[config.mk]
export PLATFORM = sky130hd
export DESIGN_NAME = pwc_mul
export DESIGN_NICKNAME = d
export VERILOG_FILES = /design/src/hw/rtl/pwc_pkg.sv /design/src/hw/rtl/pwc_mul.sv
export SDC_FILE = /design/constraint.sdc
export NUM_CORES = 2
export LEC_CHECK = 0
export ABC_AREA = 1
export BUFFER_PORTS_ARGS = -buffer_cell sky130_fd_sc_hd__buf_2
export CAP_MARGIN = 20
export CORE_MARGIN = 2
export CORE_UTILIZATION = 65
export CTS_BUF_LIST = sky130_fd_sc_hd__clkbuf_8
export DETAILED_ROUTE_END_ITERATION = 16
export PLACE_DENSITY = 0.87
export SLEW_MARGIN = 0
export SYNTH_ARGS = -nofsm -noshare
export SYNTH_HDL_FRONTEND = slang
export SYNTH_SLANG_ARGS = --single-unit
[constraint.sdc]
create_clock -name clk_i -period 17.45 [get_ports clk_i]
set_clock_uncertainty 0.1 [all_clocks]
set_input_delay 0.8725 -clock clk_i [delete_from_list [all_inputs] [get_ports clk_i]]
set_output_delay 0.8725 -clock clk_i [all_outputs]
set_load 0.1 [all_outputs]
[src/hw/rtl/pwc_pkg.sv]
// ----------------------------------------------------------------------------
// pwc_pkg
// Shared widths, constants and types of the PI duty controller with capture.
// ----------------------------------------------------------------------------
package pwc_pkg;

  localparam int SAMPLE_W   = 10;
  localparam int GAIN_W     = 16;
  localparam int PERIOD_W   = 16;
  localparam int ERR_W      = 11;
  localparam int INTEG_W    = 11;
  localparam int POS_W      = 8;
  localparam int DEC_W      = 4;
  localparam int CMP_W      = 16;
  localparam int CFG_IDX_W  = 3;
  localparam int CFG_DATA_W = 16;

  // shared multiplier: signed 25 x 25
  localparam int MUL_W  = 25;
  localparam int PROD_W = 2 * MUL_W;

  // effort accumulator and clamped percent (8 fractional bits)
  localparam int ACC_W = 28;
  localparam int U_W   = 15;
  localparam logic signed [ACC_W-1:0] PCT_HALF = ACC_W'(12800);
  localparam logic signed [ACC_W-1:0] PCT_FULL = ACC_W'(25600);

  // u*period < 2^31; x = (u*period) >> 8 < 2^23
  // floor(x / 100) = (x * RECIP_M) >> RECIP_SHIFT, exact for x < 2^23
  localparam int SCALE_LSB   = 8;
  localparam int X_W         = 23;
  localparam int RECIP_W     = 24;
  localparam int RECIP_SHIFT = 30;
  localparam logic [RECIP_W-1:0] RECIP_M = 24'd10737419;

  // configuration register indexes
  localparam logic [CFG_IDX_W-1:0] REG_KP     = 3'd0;
  localparam logic [CFG_IDX_W-1:0] REG_KI     = 3'd1;
  localparam logic [CFG_IDX_W-1:0] REG_PERIOD = 3'd2;
  localparam logic [CFG_IDX_W-1:0] REG_HIGH   = 3'd3;
  localparam logic [CFG_IDX_W-1:0] REG_LOW    = 3'd4;

  localparam logic [GAIN_W-1:0]   KP_RST     = 16'd0;
  localparam logic [GAIN_W-1:0]   KI_RST     = 16'd0;
  localparam logic [PERIOD_W-1:0] PERIOD_RST = 16'd2400;
  localparam logic [SAMPLE_W-1:0] HIGH_RST   = 10'd800;
  localparam logic [SAMPLE_W-1:0] LOW_RST    = 10'd200;

  typedef struct packed {
    logic                valid;
    logic [POS_W-1:0]    index;
    logic [SAMPLE_W-1:0] measured;
    logic [SAMPLE_W-1:0] reference;
    logic                done;
  } cap_t;

endpackage

[src/hw/rtl/pwc_mul.sv]
// ----------------------------------------------------------------------------
// pwc_mul
// Shared signed multiplier with a registered product.
// ----------------------------------------------------------------------------
module pwc_mul
  import pwc_pkg::*;
(
  input  logic                     clk_i,
  input  logic                     en_i,
  input  logic signed [MUL_W-1:0]  a_i,
  input  logic signed [MUL_W-1:0]  b_i,
  output logic signed [PROD_W-1:0] prod_o
);

  logic signed [PROD_W-1:0] prod_q;

  always_ff @(posedge clk_i) begin
    if (en_i) begin
      prod_q <= a_i * b_i;
    end
  end

  assign prod_o = prod_q;

endmodule

## Word-level counts from Yosys, hierarchy flattened

Cells that the tools add are included.

| operators by class | value |
|---|---|
| multipliers | 1 |

Operators with widths:

| kind | count |
|---|---|
| $mul A25 B25 Y50 | 1 |

| storage, ports and cells | value |
|---|---|
| register bits after elaboration | 50 |
| output and inout port bits | 50 |
| logic and storage cells | 2 |
| input port bits | 52 |

## Depth between registers and ports, before layout

| depth | value |
|---|---|
| depth after elaboration | 1 |
| gate-level depth with buffers | 30 |
| mapped depth without buffers | 28 |

## Worst setup path after synthesis

No wires, ideal clock.

| path | value |
|---|---|
| path type | in2reg |
| start | input a_i[24] |
| end | register prod_q[47] (netlist: prod_o[47]), data pin |
| setup time | 0.253 ns |
| cell stages on the path | 23 |
| path slack | 10.139 ns |
| arrival | 6.958 ns |
| buffers on the path | 2 |
| data required time | 17.097 ns |
| cell sequence | clkbuf_1 -> clkbuf_1 -> nand2_1 -> inv_1 -> fa_1 -> inv_1 -> fa_1 -> inv_1 -> fa_1 -> inv_1 -> fa_1 -> fa_1 -> fa_1 -> fa_1 -> inv_1 -> ha_1 -> nand2_1 -> nor2_1 -> nand2_1 -> nor3_2 -> nand3_1 -> nand4_1 -> nand2_1 |

| between the ends | value |
|---|---|
| longest elaborated chain between the ends | 1 |

Ends and longest elaborated chain:

| what | line | RTL |
|---|---|---|
| start, declared | pwc_mul.sv:10 | `input logic signed [MUL_W-1:0] a_i,` |
| $mul A25 B25 Y50 | pwc_mul.sv:19 | `prod_q <= a_i * b_i;` |
| end signal, assigned | pwc_mul.sv:19 |  |
| end, declared | pwc_mul.sv:15 | `logic signed [PROD_W-1:0] prod_q;` |

No other way between the ends.
A chain may end at the register's enable or synchronous reset.

## Worst setup path in the final report

| path | value |
|---|---|
| start | input b_i[1] |
| end | register prod_q[47] (netlist: prod_o[47]), data pin |

| between the ends | value |
|---|---|
| longest elaborated chain between the ends | 1 |

Ends and longest elaborated chain:

| what | line | RTL |
|---|---|---|
| start, declared | pwc_mul.sv:11 | `input logic signed [MUL_W-1:0] b_i,` |
| $mul A25 B25 Y50 | pwc_mul.sv:19 |  |

No other way between the ends.

==> results.tsv <==
stage	metric	value	unit
clock_network	post_cts_buffers	0	
finish	final_common_cell	inv_1	
finish	utilization	67.8	%
route	route.detailed.drc	0	
clock_network	cts_hold_buf	0	
route	ant_nets	0	
setup_path	critPathMaxFanout	25	
clock_network	cts_sinks	50	
timing	tightest_slew	0.941	ns
yosys	yosysWarnings	0	
route	wl_per_cell	16.8	µm
clock_network	cts-buffers-inserted	5	
yosys	synthCells	3490	
finish	largest_reg_flops	50	
timing	finalHoldViolations	0	
global_routing	grt_max_degree	51	
timing	drv_slew	0	
clock_network	h-tree-depth	2	
finish	fillers	3218	
yosys	avgSynthCellArea	7.71	µm²
yosys	seq_area_frac_synth	5.58	%
die	core_area	0.0408	mm²
placement	place.gp.congestion	1.00	
timing	maxSlewHeadroom	37.2	%
finish	design_area	0.0277	mm²
setup_path	crit_start	b_i[1]	
route	first_pass_iters	6	
timing	setup_viol	0	
route	vias	21300	
finish	area_growth	2.85	%
timing	min_period	7.74	ns
clock_network	root_buffer	clkbuf_8	
yosys	synth.area.top_cells	fa_1 49%, inv_1 17%, nand2_1 14%, ha_1 6.6%, edfxtp_1 5.6%	
clock_network	clk_path_buf_depth	2	
placement	dpl_cell_area	0.0275	mm²
global_routing	grt_antenna_before_repair	4	
flow_run	max_cap_viol_count	0	
global_routing	grt_pass1_wl	114	mm
die	start_util	65.9	%
global_routing	grt_overflow	0	
route	drt-initial-drc-count	1590	
min_path	hp-start	en_i	
setup_path	arrival	7.74	ns
die	core.rowCount	74	
yosys	synth-seq-cells	50	
timing	fmax	129	MHz
timing	fin_tns_setup	0	ns
die	chipHeight	207	µm
setup_path	critPathCaptureType	register	
timing	period_share	44.4	%
placement	place_hpwl	56.5	mm
die	pin_count	102	
yosys	yosysUniqueCellTypes	28	
run_status	outcome	completed	
placement	port_buffers	101	
finish	drive_gt1_share	5.01	%
finish	nNetsFinal	4304	
route	via_per_inst	5.34	
clock_network	ctsResizeCount	0	
global_routing	grt_pass1_vias	23700	
yosys	synth_area	0.0269	mm²
clock_network	cts_tree	done	
timing	rsz0062_at_grt	no	
yosys	yosys.area.top_type	fa_1	
die	dieWidth	207	µm
yosys	synth_nets	4341	
global_routing	grt_usage	33.2	%
die	dieArea	0.0430	mm²
setup_path	path_class	in -> reg	
min_path	hold_path_class	in -> reg	
route	wl	66.8	mm
finish	final_cell_mix	1,190 x inv_1, 995 x nand2_1, 658 x fa_1	
yosys	post-synth-top-area-fraction	49.0	%
clock_network	clk_pin_slew	0.11	ns
setup_path	worstSetupStartpointType	primary input	
setup_path	critPathRequiredTime	17.45	ns
kinds of logic after synthesis:
family / count (synthesis) / share of synthesized area, %
AOI/OAI and AO/OA: 63 / 1.27
xor gates and xnor gates: 31 / 1.01
adders and majority gates: 799 / 55.5
buffers and inverters: 1353 / 18.9
DFF: 50 / 5.58
and+or+nand+nor: 1194 / 17.7
cells in the mapped netlist:
library cell,number
nand3_1,41
xor2_1,20
ha_1,141
clkbuf_1,148
a21o_1,2
o21ai_1,1
nor3_2,8
o21bai_1,6
edfxtp_1,50
o211ai_2,1
o21ai_0,9
nor3_1,7
a21oi_1,44
nand3b_1,3
xnor2_1,11
inv_2,14
nand3_2,4
nand2_1,995
nand2_2,7
nor2_2,16
inv_1,1190
and2_1,1
nand4_1,16
buf_1,1
nor2_4,3
nor2_1,86
or2_2,7
fa_1,658
layout make-up:
type                    count  area [µm²]  area share (%)
multi-input cells        2087       20300            73.4
inverters                1204        4520            16.3
flip-flops and latches     50        1500            5.43
well taps                 532         666            2.41
repair buffers            105         543            1.96
clock buffers               5        68.8           0.249
clock inverters             3        43.8           0.158
diodes                      2        5.00          0.0181
layer usage:
layer  part of all wire (%)  up-vias  GRT usage (%)
met3                    7.4      312           4.02
met1                     35    10500           39.1
li1                       -     9429              -
met4                    6.5        4           18.5
met2                     51     1046           59.1
met5                  0.033        -              0
critical path: stages:
cell	delay, ns
buf_2	0.28
nand2_1	0.18
inv_1	0.10
fa_1	0.66
inv_1	0.14
fa_1	0.79
inv_1	0.16
fa_1	0.89
inv_1	0.18
fa_1	0.51
fa_1	0.56
fa_1	0.43
fa_1	0.51
inv_1	0.05
ha_1	0.39
nand2_1	0.13
nor2_1	0.20
nand2_1	0.17
nor3_2	0.18
nand3_1	0.15
nand4_1	0.12
nand2_1	0.05
per-stage QoR:
step	setup slack, ns	cells	hold WS (ns)
after floorplan	10.14	3490	0.885
after global placement	9.51	3977	1.39
after detailed placement	9.43	3977	1.40
after CTS	9.73	3985	1.12
after global routing	9.24	3988	1.15
final	9.71	3988	1.11
final timing paths:
path,endpoint,cells past startpoint
setup / recovery,prod_o[47],22
hold / removal,prod_o[5],2
Power is left out: the tool's default activity adds up to more than one toggle a clock period on the data nets, which glitch-free logic cannot reach.
