--- src/hw/rtl/pwc_pkg.sv ---
// ----------------------------------------------------------------------------
// pwc_pkg
// Shared widths, constants and types of the PI duty controller with capture.
// ----------------------------------------------------------------------------
package pwc_pkg;

  localparam int SAMPLE_W   = 10;
  localparam int GAIN_W     = 16;
  localparam int PERIOD_W   = 16;
  localparam int ERR_W      = 11;
  localparam int INTEG_W    = 11;
  localparam int POS_W      = 8;
  localparam int DEC_W      = 4;
  localparam int CMP_W      = 16;
  localparam int CFG_IDX_W  = 3;
  localparam int CFG_DATA_W = 16;

  // shared multiplier: signed 25 x 25
  localparam int MUL_W  = 25;
  localparam int PROD_W = 2 * MUL_W;

  // effort accumulator and clamped percent (8 fractional bits)
  localparam int ACC_W = 28;
  localparam int U_W   = 15;
  localparam logic signed [ACC_W-1:0] PCT_HALF = ACC_W'(12800);
  localparam logic signed [ACC_W-1:0] PCT_FULL = ACC_W'(25600);

  // u*period < 2^31; x = (u*period) >> 8 < 2^23
  // floor(x / 100) = (x * RECIP_M) >> RECIP_SHIFT, exact for x < 2^23
  localparam int SCALE_LSB   = 8;
  localparam int X_W         = 23;
  localparam int RECIP_W     = 24;
  localparam int RECIP_SHIFT = 30;
  localparam logic [RECIP_W-1:0] RECIP_M = 24'd10737419;

  // configuration register indexes
  localparam logic [CFG_IDX_W-1:0] REG_KP     = 3'd0;
  localparam logic [CFG_IDX_W-1:0] REG_KI     = 3'd1;
  localparam logic [CFG_IDX_W-1:0] REG_PERIOD = 3'd2;
  localparam logic [CFG_IDX_W-1:0] REG_HIGH   = 3'd3;
  localparam logic [CFG_IDX_W-1:0] REG_LOW    = 3'd4;

  localparam logic [GAIN_W-1:0]   KP_RST     = 16'd0;
  localparam logic [GAIN_W-1:0]   KI_RST     = 16'd0;
  localparam logic [PERIOD_W-1:0] PERIOD_RST = 16'd2400;
  localparam logic [SAMPLE_W-1:0] HIGH_RST   = 10'd800;
  localparam logic [SAMPLE_W-1:0] LOW_RST    = 10'd200;

  typedef struct packed {
    logic                valid;
    logic [POS_W-1:0]    index;
    logic [SAMPLE_W-1:0] measured;
    logic [SAMPLE_W-1:0] reference;
    logic                done;
  } cap_t;

endpackage

--- src/hw/rtl/pwc_track.sv ---
// ----------------------------------------------------------------------------
// pwc_track
// Reference wave, error, clamped integrator and decimated capture state.
// ----------------------------------------------------------------------------
module pwc_track
  import pwc_pkg::*;
#(
  parameter int WAVE_LEN    = 1000,
  parameter int PLOT_POINTS = 200,
  parameter int DECIMATION  = 10,
  parameter int INT_LIMIT   = 1000
) (
  input  logic                      clk_i,
  input  logic                      rst_ni,
  input  logic                      step_i,
  input  logic                      clr_i,
  input  logic [SAMPLE_W-1:0]       sample_i,
  input  logic                      start_i,
  input  logic [SAMPLE_W-1:0]       wave_high_i,
  input  logic [SAMPLE_W-1:0]       wave_low_i,
  output logic signed [ERR_W-1:0]   err_o,
  output logic signed [INTEG_W-1:0] integ_o,
  output cap_t                      cap_o
);

  localparam int PHASE_W = $clog2(WAVE_LEN);
  localparam logic [PHASE_W-1:0] PHASE_HALF = PHASE_W'(WAVE_LEN / 2);
  localparam logic [PHASE_W-1:0] PHASE_LAST = PHASE_W'(WAVE_LEN - 1);
  localparam logic signed [INTEG_W:0] LIM_P = (INTEG_W + 1)'(INT_LIMIT);
  localparam logic signed [INTEG_W:0] LIM_N = -LIM_P;

  logic [PHASE_W-1:0]       phase_q, phase_d;
  logic signed [INTEG_W-1:0] integ_q, integ_d;
  logic [DEC_W-1:0]         dec_q, dec_d, dec_inc;
  logic [POS_W-1:0]         pos_q, pos_d, pos_inc, pos_n;
  logic                     capt_q, capt_d;
  logic [SAMPLE_W-1:0]      ref_lvl;
  logic signed [INTEG_W:0]  acc;
  logic                     cap_on, hit, run_end;

  assign ref_lvl = (phase_q < PHASE_HALF) ? wave_high_i : wave_low_i;
  assign err_o   = $signed({1'b0, ref_lvl}) - $signed({1'b0, sample_i});
  assign acc     = {integ_q[INTEG_W-1], integ_q} + {err_o[ERR_W-1], err_o};

  assign cap_on  = capt_q | start_i;
  assign dec_inc = dec_q + 1'b1;
  assign hit     = cap_on && (dec_inc == DEC_W'(DECIMATION));
  assign pos_inc = pos_q + 1'b1;
  assign pos_n   = hit ? pos_inc : pos_q;
  assign run_end = cap_on && (pos_n == POS_W'(PLOT_POINTS));

  always_comb begin
    phase_d = (phase_q == PHASE_LAST) ? '0 : phase_q + 1'b1;
    priority if (acc > LIM_P) begin
      integ_d = LIM_P[INTEG_W-1:0];
    end else if (acc < LIM_N) begin
      integ_d = LIM_N[INTEG_W-1:0];
    end else begin
      integ_d = acc[INTEG_W-1:0];
    end
    capt_d = cap_on && !run_end;
    dec_d  = cap_on ? (hit ? '0 : dec_inc) : dec_q;
    pos_d  = run_end ? '0 : pos_n;
  end

  always_comb begin
    cap_o.valid     = hit;
    cap_o.index     = hit ? pos_q : '0;
    cap_o.measured  = hit ? sample_i : '0;
    cap_o.reference = hit ? ref_lvl : '0;
    cap_o.done      = hit && run_end;
  end

  always_ff @(posedge clk_i or negedge rst_ni) begin
    if (!rst_ni) begin
      phase_q <= '0;
      integ_q <= '0;
      dec_q   <= '0;
      pos_q   <= '0;
      capt_q  <= 1'b0;
    end else if (step_i) begin
      phase_q <= phase_d;
      integ_q <= integ_d;
      dec_q   <= dec_d;
      pos_q   <= pos_d;
      capt_q  <= capt_d;
    end else if (clr_i) begin
      integ_q <= '0;
    end
  end

  assign integ_o = integ_q;

endmodule

--- config.mk ---
export PLATFORM = sky130hd
export DESIGN_NAME = pwc_track
export DESIGN_NICKNAME = d
export VERILOG_FILES = /design/src/hw/rtl/pwc_pkg.sv /design/src/hw/rtl/pwc_track.sv
export SDC_FILE = /design/constraint.sdc
export NUM_CORES = 1
export LEC_CHECK = 0
export BUFFER_PORTS_ARGS = -buffer_cell sky130_fd_sc_hd__buf_2
export CAP_MARGIN = 20
export CORE_ASPECT_RATIO = 1.5
export CORE_MARGIN = 2
export CORE_UTILIZATION = 57
export DETAILED_ROUTE_END_ITERATION = 6
export HOLD_SLACK_MARGIN = 0.15
export PLACE_DENSITY_LB_ADDON = 0.05
export SETUP_SLACK_MARGIN = 0.5
export SLEW_MARGIN = 5
export SYNTH_ARGS = -nofsm -noshare
export SYNTH_HDL_FRONTEND = slang
export SYNTH_SLANG_ARGS = --single-unit
--- constraint.sdc ---
create_clock -name clk_i -period 16.2 [get_ports clk_i]
set_input_delay 1.62 -clock clk_i [delete_from_list [all_inputs] [get_ports clk_i]]
set_output_delay 1.62 -clock clk_i [all_outputs]
set_load 0.03 [all_outputs]
# Word-level counts from Yosys, hierarchy flattened
# Cells that the tools add are included.
[totals] register_bits=34 latch_bits=0 mem_bits_rw=0 romBits=0 inputBits=35 output_inout_bits=52 word_cells=36 mem_count=0
[op_classes] addsub=5 mul=0 div=0 n_lt_le_gt_ge=3 n_eq_ne=3 shifts=0 muxes=12 n_bitwise=1 reduce_logical=7
[op_table] op="$mux W11" n=4
[op_table] op="$mux W10" n=4
[op_table] op="$mux W8" n=3
[op_table] op="$add A11 B11 Y12" n=1
[op_table] op="$gt A12 B11 Y1 const B" n=1
[op_table] op="$lt A12 B11 Y1 const B" n=1
[op_table] op="$sub A10 B10 Y11" n=1
[op_table] op="$add A10 B1 Y10 const B" n=1
[op_table] op="$eq A10 B10 Y1 const B" n=1
[op_table] op="$lt A10 B9 Y1 const B" n=1
[op_table] op="$add A8 B1 Y8 const B" n=1
[op_table] op="$eq A8 B8 Y1 const B" n=1
[op_table] op="$add A4 B1 Y4 const B" n=1
[op_table] op="$eq A4 B4 Y1 const B" n=1
[op_table] op="$logic_and A1 B1 Y1" n=4
[op_table] op="$mux W4" n=1
[op_table] op="$reduce_and A2 Y1" n=1
[op_table] op="$reduce_bool A2 Y1" n=1
[op_table] op="$logic_not A1 Y1" n=1
[op_table] op="$or A1 B1 Y1" n=1

# Longest topological paths before layout
# Gate-level depths: netlist (run 1).
[logic_depth] word_depth=8 ltp_mapped=22 ltp_nobuf=22

# Worst setup path before layout (run 1)
# OpenSTA, ideal clock, no wires.
[synth_timing] path_type="input port to flip-flop" start="input port wave_high_i[1]" end="register integ_q[0] (netlist: integ_o[0])" setup_ns=0.122 t_arrival_ns=5.860 t_required_ns=16.078 slack_ns=10.219 stages=14 n_path_buf=0 path_cell_list="mux2_2 -> ha_1 -> nor2b_1 -> o21ai_0 -> a21boi_0 -> o21ai_0 -> a21oi_1 -> o21ai_0 -> o311ai_0 -> ha_1 -> o31a_1 -> o41a_1 -> mux2_4 -> a32o_1"
[synth_between] elab_chain_len=7 elab_cells_between_ends=8 cone_classes="add/sub: 2; order compare: 2; mux: 4"
[synth_lines] element="from (decl)" line="pwc_track.sv:19" text="input logic [SAMPLE_W-1:0] wave_high_i,"
[synth_lines] element="$mux W10 *" line="pwc_track.sv:41" text="assign ref_lvl = (phase_q < PHASE_HALF) ? wave_high_i : wave_low_i;"
[synth_lines] element="$sub A10 B10 Y11 *" line="pwc_track.sv:42" text="assign err_o = $signed({1'b0, ref_lvl}) - $signed({1'b0, sample_i});"
[synth_lines] element="net err_o[9]" line="pwc_track.sv:21" text="output logic signed [ERR_W-1:0] err_o,"
[synth_lines] element="$add A11 B11 Y12 *" line="pwc_track.sv:43" text="assign acc = {integ_q[INTEG_W-1], integ_q} + {err_o[ERR_W-1], err_o};"
[synth_lines] element="$lt A12 B11 Y1" line="pwc_track.sv:56" text="end else if (acc < LIM_N) begin"
[synth_lines] element="$mux W11" line="pwc_track.sv:56"
[synth_lines] element="$mux W11 *" line="pwc_track.sv:54" text="priority if (acc > LIM_P) begin"
[synth_lines] element="$mux W11 *" line="pwc_track.sv:81" text="end else if (step_i) begin"
[synth_lines] element="to (signal assigned)" line="pwc_track.sv:83" text="integ_q <= integ_d;"
[synth_lines] element="to (decl)" line="pwc_track.sv:33" text="logic signed [INTEG_W-1:0] integ_q, integ_d;"
# Mark *: on every way through the listed nets, which the timed path passes. The rest lies on a longest branch.
# A chain may end at the register's enable or synchronous reset.

# Final worst setup path (run 1)
[layout_timing] start="register phase_q[7]" end="output port err_o[9]"
[layout_between] elab_chain_len=3
[layout_lines] element="from (decl)" line="pwc_track.sv:32" text="logic [PHASE_W-1:0] phase_q, phase_d;"
[layout_lines] element="from (signal assigned)" line="pwc_track.sv:82" text="phase_q <= phase_d;"
[layout_lines] element="$lt A10 B9 Y1" line="pwc_track.sv:41"
[layout_lines] element="$mux W10" line="pwc_track.sv:41"
[layout_lines] element="$sub A10 B10 Y11" line="pwc_track.sv:42"
[layout_lines] element="to (decl)" line="pwc_track.sv:21"
# No other way between the ends.

==> results.md, run 1 <==
* Outcome: finished, final reports clean
* Int Power at 312 uW
* Gate power share at 0.640
* CTS Root Cell: clkbuf_8
* Max-slew violation count at 0
* Maximum level of the CTS H-tree at 2
* CTS-repair resized insts at 0
* Largest cells by area after synthesis: dfrtp_1, ha_1, nor2_1
* Pre-antenna DRT Iters at 4
* Largest net degree at the start of global routing at 35
* Net Sw Frac at 0.486
* Syn-to-layout area delta at 19.2%
* Final Hold Fails at 0
* Share of the synthesized area in the top cell type at 0.283
* Dpl ws at 10,150 ps
* Post-synthesis async set-or-reset flop share at 1.00
* Cell mode on critical path: o21ai_0
* Worst setup EP type: primary output
* Slew @ Worst Pin at 990 ps
* Vias per cell at 5.48
* Tightest Hold Check Type: flop to flop
* Sequential power share at 0.240
* Most common cell in the netlist: nor2_1
* Cell Area, Synth at 3010 um^2
* Crit path DAT at 4530 ps
* Peak supply drop at 0.0915 mV
* Cells after Synth at 361
* Die Width at 63.3 um
* Number of global-route vias before repair at 2,808
* Critical path's slowest cell: a21oi_1
* First-pass GRT wire length at 12.2 mm
* Overall routing resource usage at 0.256
* I/O pin count at 87
* # diodes at 0
* Chip height at 92.9 um
* Final setup violation count at 0
* Top cells by count, synth: nor2_1, dfrtp_1, inv_1
* Via count at 2,815
* FF+latch count, synth at 34
* Post-layout net count at 509
* Fmax at 163 MHz
* Clk buf depth at 2
* RSZ-0062 raised after global routing: false
* PD cells at 169 nW/um^2
* Clk pin slew, worst setup/hold paths at 60 ps
* CORE AREA at 5120 um^2
* IO Port Bufs at 86
* Worst path required time at 14,580 ps
* Tmin final at 6150 ps
* Synth Warn # at 0
* Top FF cell, synth: dfrtp_1
* Hold slack final at 511 ps
* Clock power share at 0.120
* Cells along the critical path: and3_1, a21oi_1, mux2_2, ha_1, nor2b_1, o21ai_0, a21boi_0, o21ai_0, a21oi_1, o21ai_0, or4b_2, o311ai_0, buf_2
* Buffer and inverter count on the worst path at 1
* PnR Total Power at 607 uW
* Final ANT Viol Nets at 0
* Max-slew headroom at 0.340
* CP Class: flop to primary output
* Register area share after synthesis at 0.283
* # Max-Cap Violations at 0
* Worst Skew at 5.47 ps
* CTS tree: yes
* Grt total ovfl at 0
* P_leak at 1.85 nW
* Avg WL per Cell at 13.9 um
* Filler cells at 462
* Inserted Clock Buffers at 5
* Die area at 5880 um^2
* Final WL at 7.16 mm
* Crit path launch type: flop
* CP max FO at 10
* Initial antenna violation count at 0
* Psw at 295 uW
* RD Place Congestion at 0.912
* FP Rows at 32
* Synth area leader: dfrtp_1
* Count of different cell masters after synthesis at 56
* Post-Syn Area per Cell at 8.33 um^2
* Initial Util at 0.586
* Post-CTS Hold Fix Bufs at 0
* EDFF count, synth at 0
* CP delay by family, top: compound AO/OA/AOI/OAI gates
* Post-CTS Setup Bufs at 0
* Final period utilization at 0.379
* Syn Nets at 425
* Worst setup margin at 10,050 ps
* DRT iter0 DRCs at 132
* Total clock sinks at 34
* Share of cells above drive strength 1 at 0.251
* Worst-skew pair later-pin latency at 280 ps
* Final TNS setup at 0 ps
* HPWL Detailed at 5.74 mm
* Critical Path Max Stage Delay at 770 ps
* Remaining DRCs at 0
[sequential cells by signal, indices dropped and copies added, names as in the netlist]
register and cells:
capt_q 1, dec_q 4, integ_o 11, phase_q 10, pos_q 8
[layout by cell type (no fill, tap or decap), drive strengths merged, types with 7 or more instances in the layout]
cell type	synthesis	layout
a21oi	22	22
a22o	7	7
and2	16	16
buf	5	86
clkbuf	4	8
dfrtp	34	34
ha	27	27
inv	31	31
mux2	11	11
nand2	27	27
nand3	7	7
nor2	47	47
nor3	7	7
o21ai	20	20
xnor2	17	17
xor2	13	13
[stage by stage]
step / util / instances / area, um^2
final: 0.699 / 514 / 3580
after global routing: 0.699 / 514 / 3580
after CTS: 0.699 / 514 / 3580
after detailed placement: 0.678 / 506 / 3470
after global placement: 0.678 / 506 / 3470
after floorplan: - / 361 / 3010
[logic make-up after synthesis]
group,Yosys count,share of synthesized area
AND/OR/NAND/NOR,131,0.213
AO/OA/AOI/OAI,79,0.172
buffers and inverters,41,0.0558
flip-flops,34,0.283
adder cells (fa/ha/maj),31,0.132
XOR/XNOR,30,0.0874
multiplexers,15,0.0558
[layer usage]
layer,GRT usage,vias up,part of all wire
met3,0.0352,18,0.034
met2,0.473,68,0.52
met5,0,-,0
met1,0.297,1305,0.42
li1,-,1424,-
met4,0.0978,0,0.029
[power groups by stage]
stage	Clock, mW	Sequential [mW]	Combinational [mW]
3_3_place_gp	0	0.146	0.378
2_1_floorplan	0	0.163	0.283
6_report	0.0725	0.146	0.388
3_5_place_dp	0	0.146	0.385
4_1_cts	0.0739	0.145	0.387
5_1_grt	0.0780	0.151	0.432
[final timing paths]
kind | startpoint | end | slack, ps | cells after the start
worst max register to register | phase_q[7] | integ_o[0] | 10430 | 20
worst max-delay path | phase_q[7] | err_o[9] | 10050 | 13
worst min register to register | phase_q[9] | phase_q[9] | 510 | 1
min in group asynchronous | rst_ni | dec_q[2] | 1400 | 1
worst min-delay path | phase_q[9] | phase_q[9] | 510 | 1
max in group asynchronous | rst_ni | phase_q[8] | 14320 | 1
[cell type report]
type	instances	area [um^2]	area share
Tap cell	68	85.1	0.0237
Inverter	32	120	0.0335
Multi-Input combinational cell	286	1990	0.554
Timing Repair Buffer	86	430	0.120
Sequential cell	34	851	0.237
Clock buffer	8	110	0.0307
(Power assumes the default switching activity.)
==> run 2: changes to the inputs <==
Settings changed: ABC_AREA from default to 1, CORE_UTILIZATION 57 to 54.
Clock period 16.2 ns to 6.03 ns, I/O delays scaled along.
==> run 2 against run 1 <==
Net effect:
- worst hold slack lost 120 ps
- largest cell class unchanged
- first-iteration DRC count rose by 5.3%
- count of clock-buffer cells in the layout fell by 1
- clock skew increased by 0.76 ps
==> results.md, run 2 <==
* Post-CTS Setup Bufs at 0 (unchanged)
* Critical Path Max Stage Delay at 420 ps (-350 ps)
* IO Port Bufs at 86 (unchanged)
* Vias per cell at 5.07 (-7.4%)
* Final period utilization at 0.784
* Final ANT Viol Nets at 0 (unchanged)
* Number of flip-flops in the largest register at 11 (unchanged)
* Share of cells above drive strength 1 at 0.193 (-0.0586)
* RD Place Congestion at 0.854 (-6.3%)
* Tightest Hold Check Type: input port to asynchronous set/reset pin
* CP max FO at 19 (+9)
* DRT iter0 DRCs at 139 (+5.3%)
* Top FF cell, synth: dfrtp_1
* Cell mode on critical path: nand2_1
* CORE AREA at 6090 um^2 (+19%)
* Chip height at 100 um (+8.1%)
* Most common cell in the netlist: nand2_1
* Avg WL per Cell at 12.2 um (-12%)
* Crit path launch type: flop
* EDFF count, synth at 0 (unchanged)
* Inserted Clock Buffers at 5 (unchanged)
* Highest-count cells in the layout ignoring fill and taps: nand2_1, inv_1, buf_2, nor2_1, nand3_1
* Fmax at 212 MHz
* Commonest non-fill, non-tap cell in the layout: nand2_1
* Top cells by count, synth: nand2_1, inv_1, nor2_1
* Final TNS setup at 0 ps (unchanged)
* Tmin final at 4730 ps
* Via count at 3,510 (+25%)
* CTS Root Cell: clkbuf_8
* Outcome: finished, final reports clean
* RSZ-0062 raised after global routing: false
* # diodes at 0 (unchanged)
* Crit path DAT at 4910 ps (+380 ps)
* Clk buf depth at 2 (unchanged)
* Total clock sinks at 34 (unchanged)
* Max-slew headroom at 0.486 (+0.146)
* Final WL at 8.45 mm (+18%)
* Post-synthesis async set-or-reset flop share at 1.00 (unchanged)
* FF+latch count, synth at 34 (unchanged)
* Post-Syn Area per Cell at 6.26 um^2 (-25%)
* Slew @ Worst Pin at 771 ps (-219 ps)
* CP Class: flop to flop
* Initial Util at 0.550 (-0.0362)
* Synth Warn # at 0 (unchanged)
* FP Rows at 35 (+9.4%)
* Largest net degree at the start of global routing at 35 (unchanged)
* Grt total ovfl at 0 (unchanged)
* Synth area leader: dfrtp_1
* Share of the synthesized area in the top cell type at 0.254 (-0.0291)
* Largest cells by area after synthesis: dfrtp_1, nand2_1, inv_1
* # Max-Cap Violations at 0 (unchanged)
* Overall routing resource usage at 0.256 (-0.000796)
* Post-CTS Hold Fix Bufs at 0 (unchanged)
* Worst Skew at 6.24 ps (+0.760 ps)
* Syn-to-layout area delta at 16.5%
* Syn Nets at 599 (+41%)
* Critical path's slowest cell: fa_1
* Pre-antenna DRT Iters at 4 (unchanged)
* Post-layout net count at 681 (+34%)
* Worst-skew pair later-pin latency at 290 ps (about the same)
* Clk pin slew, worst setup/hold paths at 70 ps (about the same)
* Max-slew violation count at 0 (unchanged)
* Worst setup EP type: flop
* CTS tree: yes
* Count of different cell masters after synthesis at 38 (-32%)
* Maximum level of the CTS H-tree at 2 (unchanged)
* Cell Area, Synth at 3350 um^2 (+11%)
* Register area share after synthesis at 0.254 (-0.0291)
* Final setup violation count at 0 (unchanged)
* First-pass GRT wire length at 13.5 mm (+11%)
* Die area at 6860 um^2 (+17%)
* Die Width at 68.3 um (+7.9%)
* CTS-repair resized insts at 0 (unchanged)
* Remaining DRCs at 0 (unchanged)
* HPWL Detailed at 7.06 mm (+23%)
* Initial antenna violation count at 0 (unchanged)
* Cells after Synth at 535 (+48%)
* Final Hold Fails at 0 (unchanged)
* I/O pin count at 87 (unchanged)
* Worst path required time at 6210 ps (-8370 ps)
* Number of global-route vias before repair at 3,225 (+15%)
[run 2: cell types whose count changed after synthesis, moves of 5 or more]
cell / change
a21oi_1: -7
a22o_1: -6
and2_1: -16
inv_1: +65
inv_2: +6
mux2_2: -10
nand2_1: +137
nand3_1: +33
nor2_1: +14
nor2b_1: -5
o21ai_2: +9
xnor2_1: -15
[run 2: layout make-up]
cell class | count | area (um^2)
sequential | 34 | 851
inverter | 102 | 383
timing repair buffer | 86 | 430
fill | 616 | 2180
clock inverter | 1 | 5.00
multi-input combinational | 388 | 2050
tap | 74 | 92.6
clock buffer | 7 | 86.3
[run 2: per-stage QoR]
| step | instances | worst slack [ps] | utilization | cell area, um^2 | hold slack (ps) |
|---|---|---|---|---|---|
| after CTS | 692 | 1340 | 0.641 | 3900 | 412 |
| after floorplan | 535 | 1640 | - | 3350 | 307 |
| after detailed placement | 684 | 1360 | 0.626 | 3810 | 483 |
| after global placement | 684 | 1540 | 0.626 | 3810 | 472 |
| final | 692 | 1300 | 0.641 | 3900 | 389 |
| after global routing | 692 | 729 | 0.641 | 3900 | 454 |
[run 2: layer usage]
metal,up-vias,wire [um],GRT usage
met5,-,0,0
met1,1583,3190,0.276
met2,86,4670,0.483
met4,0,275,0.114
met3,22,314,0.0212
li1,1819,-,-
[run 2: cell families (layout without fill, tap and decap cells)]
group,count (synthesis),after routing,share of synthesized area
mux,1,1,0.00299
xor+xnor,14,14,0.0389
buf+inv,113,196,0.133
compound gates,54,54,0.0986
simple gates,290,290,0.360
flops,34,34,0.254
fa+ha+maj,29,29,0.113
[run 2: path summary, 6_finish.rpt]
check,startpoint,to,slack [ps],depth (start not counted)
min in group clk_i,capt_q,capt_q,510,2
worst min register to register,capt_q,capt_q,510,2
worst max register to register,phase_q[4],integ_o[5],1300,31
worst max-delay path,phase_q[4],integ_o[5],1300,31
max in group asynchronous,rst_ni,phase_q[5],5150,1
worst min-delay path,rst_ni,pos_q[2],390,1
[run 2: worst max-delay path: cells and delay by family, from the launching register on]
family                   cells  cell delay (ps)
adder cells (fa/ha/maj)      3              960
buffers and inverters        4              300
AO/OA/AOI/OAI                5              740
XOR/XNOR                     1              130
AND/OR/NAND/NOR             17             1760
flip-flops                   1              400
multiplexers                 1              320
Power of run 2 is left out: the tool's default activity adds up to more than one toggle a clock period on the data nets, which glitch-free logic cannot reach.
==> run 3: changes to the inputs <==
Settings changed: ABC_AREA 1 to 0, CORE_UTILIZATION 54 to 53.
Clock period 6.03 ns to 4.7 ns, I/O delays scaled along.
==> run 3 against run 2 <==
Net effect:
- critical path depth is 12 lower
- die area decreased by 8.2%
- worst setup slack got worse by 1200 ps
- clock skew down 2.5 ps
- critical path type unchanged
==> results.md, run 3 (synthesis results as in run 1) <==
* Cells along the critical path: and3_4, a21oi_4, mux2i_2, ha_2, inv_2, fa_2, a21o_1, a21oi_2, o21ai_2, a21oi_4, xnor2_4, ha_4, and3_4, nor4b_4, o41a_1, o31a_1, o41a_1, mux2_4, a32o_1
* RD Place Congestion at 0.906 (+6.1%)
* Clk pin slew, worst setup/hold paths at 70 ps (about the same)
* Reg2Reg Depth at 19 (-39%)
* DRT iter0 DRCs at 81 (-42%)
* Final period utilization at 0.973 (+0.190)
* Final ANT Viol Nets at 0 (unchanged)
* Final setup violation count at 0 (unchanged)
* Final Hold Fails at 0 (unchanged)
* Peak supply drop at 0.357 mV
* CORE AREA at 5490 um^2 (-9.8%)
* P_leak at 2.07 nW
* Initial Util at 0.547 (-0.00298)
* Max-slew headroom at 0.501 (+0.0148)
* Net Sw Frac at 0.455
* Outcome: finished, final reports clean
* Worst-skew pair later-pin latency at 290 ps (about the same)
* Highest-count cells in the layout ignoring fill and taps: buf_2, nor2_1, dfrtp_1, buf_4, inv_1
* RSZ-0062 raised after global routing: true
* Inserted Clock Buffers at 5 (unchanged)
* Tmin final at 4570 ps (-151 ps)
* First element of the critical path: phase_q[7]
* First-pass GRT wire length at 12.3 mm (-8.9%)
* Fin area at 4240 um^2 (+8.5%)
* Clock power share at 0.129
* CTS Root Cell: clkbuf_8
* Maximum level of the CTS H-tree at 2 (unchanged)
* Worst path required time at 4890 ps (-1320 ps)
* Sequential power share at 0.200
* Total clock sinks at 34 (unchanged)
* Int Power at 1.38 mW
* Crit path launch type: flop
* Remaining DRCs at 0 (unchanged)
* Tightest Hold Check Type: input port to asynchronous set/reset pin
* Chip height at 96.2 um (-4.2%)
* Psw at 1.15 mW
* IO Port Bufs at 86 (unchanged)
* Commonest non-fill, non-tap cell in the layout: buf_2
* Die Width at 65.5 um (-4.1%)
* FP Rows at 33 (-5.7%)
* PD cells at 598 nW/um^2
* Reg2reg start: phase_q[7]
* Clk buf depth at 2 (unchanged)
* Crit path DAT at 4760 ps (-150 ps)
* Share of cells above drive strength 1 at 0.404 (+0.212)
* # Max-Cap Violations at 0 (unchanged)
* Buffer and inverter count on the worst path at 1 (-3)
* Hold slack final at 235 ps (-154 ps)
* Worst Skew at 3.76 ps (-2.47 ps)
* Reg2Reg Setup Slack at 130 ps (-1180 ps)
* Worst setup EP type: flop
* Number of flip-flops in the largest register at 11 (unchanged)
* Via count at 3,019 (-14%)
* Filler cells at 398 (-35%)
* Pre-antenna DRT Iters at 4 (unchanged)
* Vias per cell at 5.49 (+8.2%)
* Avg WL per Cell at 14.2 um (+17%)
* Overall routing resource usage at 0.250 (-0.00606)
* Number of global-route vias before repair at 2,920 (-9.5%)
* CP delay by family, top: compound AO/OA/AOI/OAI gates
* Post-layout net count at 543 (-20%)
* Fmax at 219 MHz (+3.3%)
* Dpl ws at -57.7 ps (-1410 ps)
* HPWL Detailed at 5.95 mm (-16%)
* Worst r2r dst: integ_o[0]
* Syn-to-layout area delta at 40.9%
* CP Class: flop to flop
* Die area at 6300 um^2 (-8.2%)
* Final WL at 7.83 mm (-7.3%)
* I/O pin count at 87 (unchanged)
* DP Area at 3780 um^2 (-0.79%)
* Cell count along the critical path at 19 (-39%)
* Slew @ Worst Pin at 748 ps (-22.3 ps)
* Largest net degree at the start of global routing at 35 (unchanged)
* CP max FO at 4 (-15)
* Post-CTS Hold Fix Bufs at 0 (unchanged)
* Worst setup margin at 126 ps (-1180 ps)
* Gate power share at 0.671
* Max-slew violation count at 0 (unchanged)
* # diodes at 0 (unchanged)
* CTS tree: yes
* Grt total ovfl at 0 (unchanged)
* Critical path's slowest cell: dfrtp_1
* Initial antenna violation count at 0 (unchanged)
* End of the critical path: integ_o[0]
* Critical Path Max Stage Delay at 380 ps (-40 ps)
run 3: cell types whose count changed in the layout (fill, tap and decap cells not counted), sizes merged, moves of 6 or more:
cell,before,now
and2,0,16
inv,102,30
xnor2,2,17
a21oi,16,22
nand3,41,7
o21ai,29,20
buf,86,120
nor2,62,47
mux2,0,11
nand2,168,27
a22o,0,7
run 3: worst register-to-register path, cell delays in order, from the launching register on:
cell and delay [ps]:
dfrtp_1 380, and3_4 190, a21oi_4 200, mux2i_2 260, ha_2 220, inv_2 40
fa_2 330, a21o_1 170, a21oi_2 170, o21ai_2 90, a21oi_4 210, xnor2_4 180
ha_4 250, and3_4 150, nor4b_4 120, o41a_1 330, o31a_1 280, o41a_1 330
mux2_4 310, a32o_1 260
run 3: power groups by stage:
stage | Clock [mW] | Combinational [mW] | Sequential (mW)
after floorplan | 0 | 1.02 | 0.566
after global placement | 0 | 1.48 | 0.494
after detailed placement | 0 | 1.50 | 0.496
after CTS | 0.334 | 1.60 | 0.499
after global routing | 0.346 | 1.86 | 0.522
final | 0.326 | 1.70 | 0.506
run 3: area by class of cell:
class / count / area (um^2) / area share
Tap cell: 70 / 87.6 / 0.0207
Clock inverter: 3 / 68.8 / 0.0162
Inverter: 32 / 124 / 0.0292
Timing Repair Buffer: 120 / 689 / 0.163
Clock buffer: 5 / 68.8 / 0.0162
Sequential cell: 34 / 851 / 0.201
Multi-Input combinational cell: 286 / 2350 / 0.554
run 3: per-stage QoR:
step / cells / util / power (mW) / setup TNS (ps)
after floorplan: 361 / - / 1.59 / -302
after global routing: 550 / 0.771 / 2.72 / -26.3
after global placement: 529 / 0.689 / 1.97 / 0
final: 550 / 0.771 / 2.53 / 0
after detailed placement: 529 / 0.689 / 2.00 / -138
after CTS: 542 / 0.732 / 2.43 / 0
run 3: how the worst min path moves through the flow:
stage | startpoint | cells past startpoint | slack (ps) | endpoint
after floorplan | rst_ni | 0 | 170 | capt_q
after global placement | dec_q[2] | 1 | 500 | dec_q[2]
after detailed placement | dec_q[2] | 1 | 510 | dec_q[2]
after CTS | rst_ni | 1 | 260 | pos_q[5]
after global routing | rst_ni | 1 | 300 | pos_q[5]
final | rst_ni | 1 | 240 | pos_q[5]
run 3: metal layers:
| metal | track usage | wire length (um) |
|---|---|---|
| met1 | 0.251 | 3010 |
| met2 | 0.496 | 4380 |
| met3 | 0.0351 | 273 |
| met4 | 0.111 | 157 |
| met5 | 0 | 0 |
run 3: repair_timing:
action	4_1_cts	5_1_grt
gates resized for setup	13	27
endpoints found under the setup margin	11	12
setup buffers	5	8
pin swaps	13	12
